===== config.mk =====
export PLATFORM = sky130hd
export DESIGN_NAME = srfo_cell
export DESIGN_NICKNAME = d
export VERILOG_FILES = /design/src/sv/srfo_pkg.sv /design/src/sv/srfo_cell.sv
export SDC_FILE = /design/constraint.sdc
export NUM_CORES = 1
export LEC_CHECK = 0
export BUFFER_PORTS_ARGS = -buffer_cell sky130_fd_sc_hd__buf_4
export CORE_MARGIN = 5
export CORE_UTILIZATION = 45
export DETAILED_ROUTE_END_ITERATION = 10
export PLACE_DENSITY = 0.72
export SLEW_MARGIN = 25
export SYNTH_ARGS = -nofsm -noshare
export SYNTH_HDL_FRONTEND = slang
export SYNTH_SLANG_ARGS = --single-unit

===== constraint.sdc =====
create_clock -name clk -period 2.2 [get_ports clk]
set_input_delay 0.55 -clock clk [delete_from_list [all_inputs] [get_ports clk]]
set_output_delay 0.55 -clock clk [all_outputs]
set_load 0.03 [all_outputs]

===== src/sv/srfo_pkg.sv =====
// Shared types and constants for the section address to file offset translator.
`default_nettype none

package srfo_pkg;

    // Field widths of the item and result formats.
    localparam int ADDR_W        = 32;
    localparam int INDEX_W       = 6;
    localparam int COUNT_W       = 7;
    localparam int IN_TDATA_W    = 104;
    localparam int OUT_TDATA_W   = 32;

    // Default table depth.
    localparam int SECTIONS_DEF  = 64;

    // Offset reported when no section covers the query.
    localparam logic [ADDR_W-1:0] NOT_FOUND_OFFSET = {ADDR_W{1'b1}};

    // Item kinds carried on the input tuser.
    localparam logic REQ_LOAD      = 1'b0;
    localparam logic REQ_TRANSLATE = 1'b1;

    // Query token that walks down the row of section cells.
    typedef struct packed {
        logic              valid;
        logic              has_pick;
        logic              done;
        logic [ADDR_W-1:0] query;
        logic [ADDR_W-1:0] pick_start;
        logic [ADDR_W-1:0] pick_base;
    } srfo_token_t;

endpackage

`default_nettype wire


===== src/sv/srfo_cell.sv =====
// One section cell: holds one table entry and refines a passing query token.
`default_nettype none

module srfo_cell (
    input  wire logic                       clk,
    input  wire logic                       rst_n,
    input  wire logic                       advance,
    input  wire logic                       active,
    input  wire logic                       wr_en,
    input  wire logic [srfo_pkg::ADDR_W-1:0] wr_start,
    input  wire logic [srfo_pkg::ADDR_W-1:0] wr_base,
    input  wire srfo_pkg::srfo_token_t      token_in,
    output srfo_pkg::srfo_token_t           token_out
);
    import srfo_pkg::*;

    logic [ADDR_W-1:0] start_reg;
    logic [ADDR_W-1:0] base_reg;
    srfo_token_t       token_reg;
    srfo_token_t       token_next;

    // Table entry storage, written by load items.
    always_ff @(posedge clk)
    begin
        if (wr_en)
        begin
            start_reg <= wr_start;
            base_reg  <= wr_base;
        end
    end

    // Search step: a start above the query ends the scan on the previous pick if there is one,
    // otherwise this section becomes the pick and a start at or above the query ends the scan.
    always_comb
    begin
        token_next = token_in;
        if (token_in.valid && active && !token_in.done)
        begin
            if ((start_reg > token_in.query) && token_in.has_pick)
            begin
                token_next.done = 1'b1;
            end
            else
            begin
                token_next.pick_start = start_reg;
                token_next.pick_base  = base_reg;
                token_next.has_pick   = 1'b1;
                token_next.done       = (start_reg >= token_in.query);
            end
        end
    end

    // Hand the token to the next cell.
    always_ff @(posedge clk or negedge rst_n)
    begin
        if (!rst_n)
        begin
            token_reg <= '0;
        end
        else if (advance)
        begin
            token_reg <= token_next;
        end
    end

    assign token_out = token_reg;

endmodule

`default_nettype wire


==> flow_metrics.tcl <==
set metrics [dict create \
    status "finished, violations left" \
    violations "negative setup slack" \
    ys_types 31 \
    area_growth_syn_to_layout_pct 52.72 \
    fin_area_mm2 0.01136 \
    setup_tns_ns -23.32 \
    root_buffer "clkbuf_16" \
    dr.pass1.iters 4 \
    num_rows 47 \
    wl_per_cell_um 20.40 \
    p_sw_mw 2.575 \
    cts_max_path_buffers 2 \
    synth_flop_cell "dfrtp_1" \
    ys_seq_elements 163 \
    postRouteAntennaNets 0 \
    required_ns 2.49 \
    fin_ws_ns -0.3994 \
    post-route-util_pct 69.21 \
    synth_edf_count 64 \
    synthArstFlopShare_pct 60.74 \
    reg2regPathDepth 10 \
    grt_first_pass_wirelength_um 35520 \
    fin_nets 1140 \
    worstHoldPathType "in2async" \
    clkTransAtPathRegs_ns 0.07 \
    drt_wl_total_um 23930 \
    cts_hold_buf 0 \
    clock_skew_ns 0.009170 \
    max_stage_delay_ns 0.48 \
    drc_errors 0 \
    synth-seq-area-share_pct 59.16 \
    htree_levels 4 \
    fin_crit_ns 2.599 \
    cts_tree "built" \
    die_w_um 138.5 \
    io_pins 267 \
    end_kind "register" \
    synth_warnings 0 \
    grt_util_met2_pct 38.69 \
    cts_buffers 17 \
    vias 6475 \
    core_area_mm2 0.01641 \
    ff2ff_setup_slack_ns -0.40 \
    drive_above_1_share_pct 50.37 \
    synthCells 632 \
    clockPowerShare_pct 33.3 \
    grt.total_usage_pct 23.26 \
    crit_type "reg2reg" \
    post-route-period-util_pct 118.2 \
    die_h_um 138.5 \
    slew_viol_final 0 \
    met3_usage_pct 7.103 \
    largest_reg_flops 99 \
    power_density_mw_per_mm2 758.3 \
    rsz0062_at_grt "yes" \
    maxSlewHeadroom_pct 61.17 \
    p_sw_share_pct 29.90 \
    setup_violations 65 \
    cap_violations 0 \
    crit_fanout 13 \
    crit_top_cell "a21o_1" \
    first_global_vias 6677 \
    hold_viol 0 \
    clock_latency_ns 0.43 \
    viasPerCell 5.520 \
    place.gp.congestion 0.7801 \
    place_hpwl_um 15230 \
    start_kind "register" \
    worstMarginPinSlew_ns 0.5824 \
    leakage_nw 5.119 \
    r2r_end "token_out[4]" \
    p_int_mw 6.036 \
    grt_max_degree 100 \
    dieArea_mm2 0.01919 \
    place_area_mm2 0.009997 \
    n_fill_cell 1202 \
    peakVddDrop_mv 0.5119 \
    arrival_ns 2.88 \
    crit_chain "ha_4 -> a21o_1 -> a21o_1 -> a21o_1 -> or3_1 -> a2111o_2 -> buf_12 -> buf_12 -> nand3_2 -> a31oi_1" \
    ff_latch_area_mm2 0.004399 \
    netlist_area_mm2 0.007436 \
    diodes 0 \
    grtUsageMet1_pct 28.60 \
    slowest_stage "a2111o_2" \
    port_buffers 266 \
    drtIter0Drc 323 \
    multiInputGateArea_mm2 0.003027 \
    antenna_found_initial 0 \
    max_freq_mhz 384.7 \
    p_comb_share_pct 24.5 \
    syn_area_per_cell_um2 11.77 \
    pwr-share-seq_pct 42.2 \
    top_usage_layer "met2" \
    grt_overflow_total 0 \
    syn_nets 832 \
    r2r-start "start_reg[29]" \
    pre_cts_ws_ns -0.6253 \
    start_util_pct 45.32 \
    cts_sinks 163 \
]
-- synth_stat cells, drive strengths merged, types with 16 or more instances --
master | number | area [um2]
nand3 | 68 | 390.4
edfxtp | 64 | 1922
nor2 | 68 | 255.2
inv | 34 | 127.6
o211ai | 65 | 488.0
ha | 32 | 400.4
mux2 | 33 | 371.6
clkbuf | 29 | 108.9
dfrtp | 99 | 2477
buf | 23 | 170.2
a21oi | 16 | 80.08
a31oi | 64 | 400.4
-- final cells by class --
type                    instances  area share (%)
flip-flops and latches        163           38.74
multi-input cells             383           26.65
repair buffers                341           26.00
clock buffers                  18           3.867
well taps                     220           2.424
inverters                      34           1.190
clock inverters                14           1.124
-- kinds of logic after synthesis --
group,share of synthesized area (%)
flops,59.16
buf+inv,5.468
simple gates,10.37
mux,4.998
compound gates,14.62
fa+ha+maj,5.384
-- placed cells by master, fill, tap and decap left out, types with 3 or more instances in the layout --
cell type and n:
a21o_1 4, a21oi_1 10, a21oi_2 6, a31oi_1 63, buf_12 17, buf_16 3, buf_4 311, buf_6 4
clkbuf_16 23, clkinv_4 3, clkinvlp_4 3, dfrtp_1 99, edfxtp_1 64, ha_1 22, ha_4 9, inv_1 33
inv_6 4, mux2_2 33, nand2_1 7, nand3_1 23, nand3_2 45, nand4_1 7, nor2_1 67, o211ai_1 65
o21a_1 3
-- routing by layer --
metal / wire length, um / up-vias
met3: 1685 / 55
met1: 9471 / 3175
li1: - / 2976
met2: 11980 / 269
met4: 793 / 0
met5: 0 / -
-- power groups by stage --
stage               Clock, mW  Combinational, mW  Sequential, mW
floorplan                   0              0.543            4.06
global placement            0               1.81            3.67
detailed placement          0               1.83            3.68
CTS                      2.90               2.00            3.63
global route             3.06               2.25            3.66
finish                   2.87               2.11            3.63
-- worst max-delay path: cells and delay by family, from the launching register on --
kind | cells | cell delay (ns)
DFF | 1 | 0.43
and+or+nand+nor | 2 | 0.39
adders and majority gates | 1 | 0.24
buffers and inverters | 2 | 0.32
AOI/OAI and AO/OA | 5 | 1.07
-- worst max-delay path by stage --
stage	cells after the start	start	endpoint	slack [ns]
floorplan	11	token_in[93]	token_out[12]	-0.17
global placement	11	token_in[71]	token_out[62]	-0.57
detailed placement	11	token_in[95]	token_out[44]	-0.63
CTS	10	start_reg[10]	token_out[32]	-0.32
global route	10	start_reg[29]	token_out[4]	-0.46
finish	10	start_reg[29]	token_out[4]	-0.40
-- repair_timing --
action	in CTS	in global routing
cloned	3	8
setup endpoints to repair	65	65
resized for setup	22	49
pin swaps	12	33
setup buffers	8	8
-- through the flow --
step	total power [mW]	cells	hold WS (ns)
6_report	8.611	1173	0.1614
5_1_grt	8.975	1173	0.2134
4_1_cts	8.531	1158	0.1971
3_5_place_dp	5.513	1115	0.4943
3_3_place_gp	5.477	1115	0.4905
2_1_floorplan	4.600	632	0.2544
Note: power is estimated with default switching activity, not from simulation.
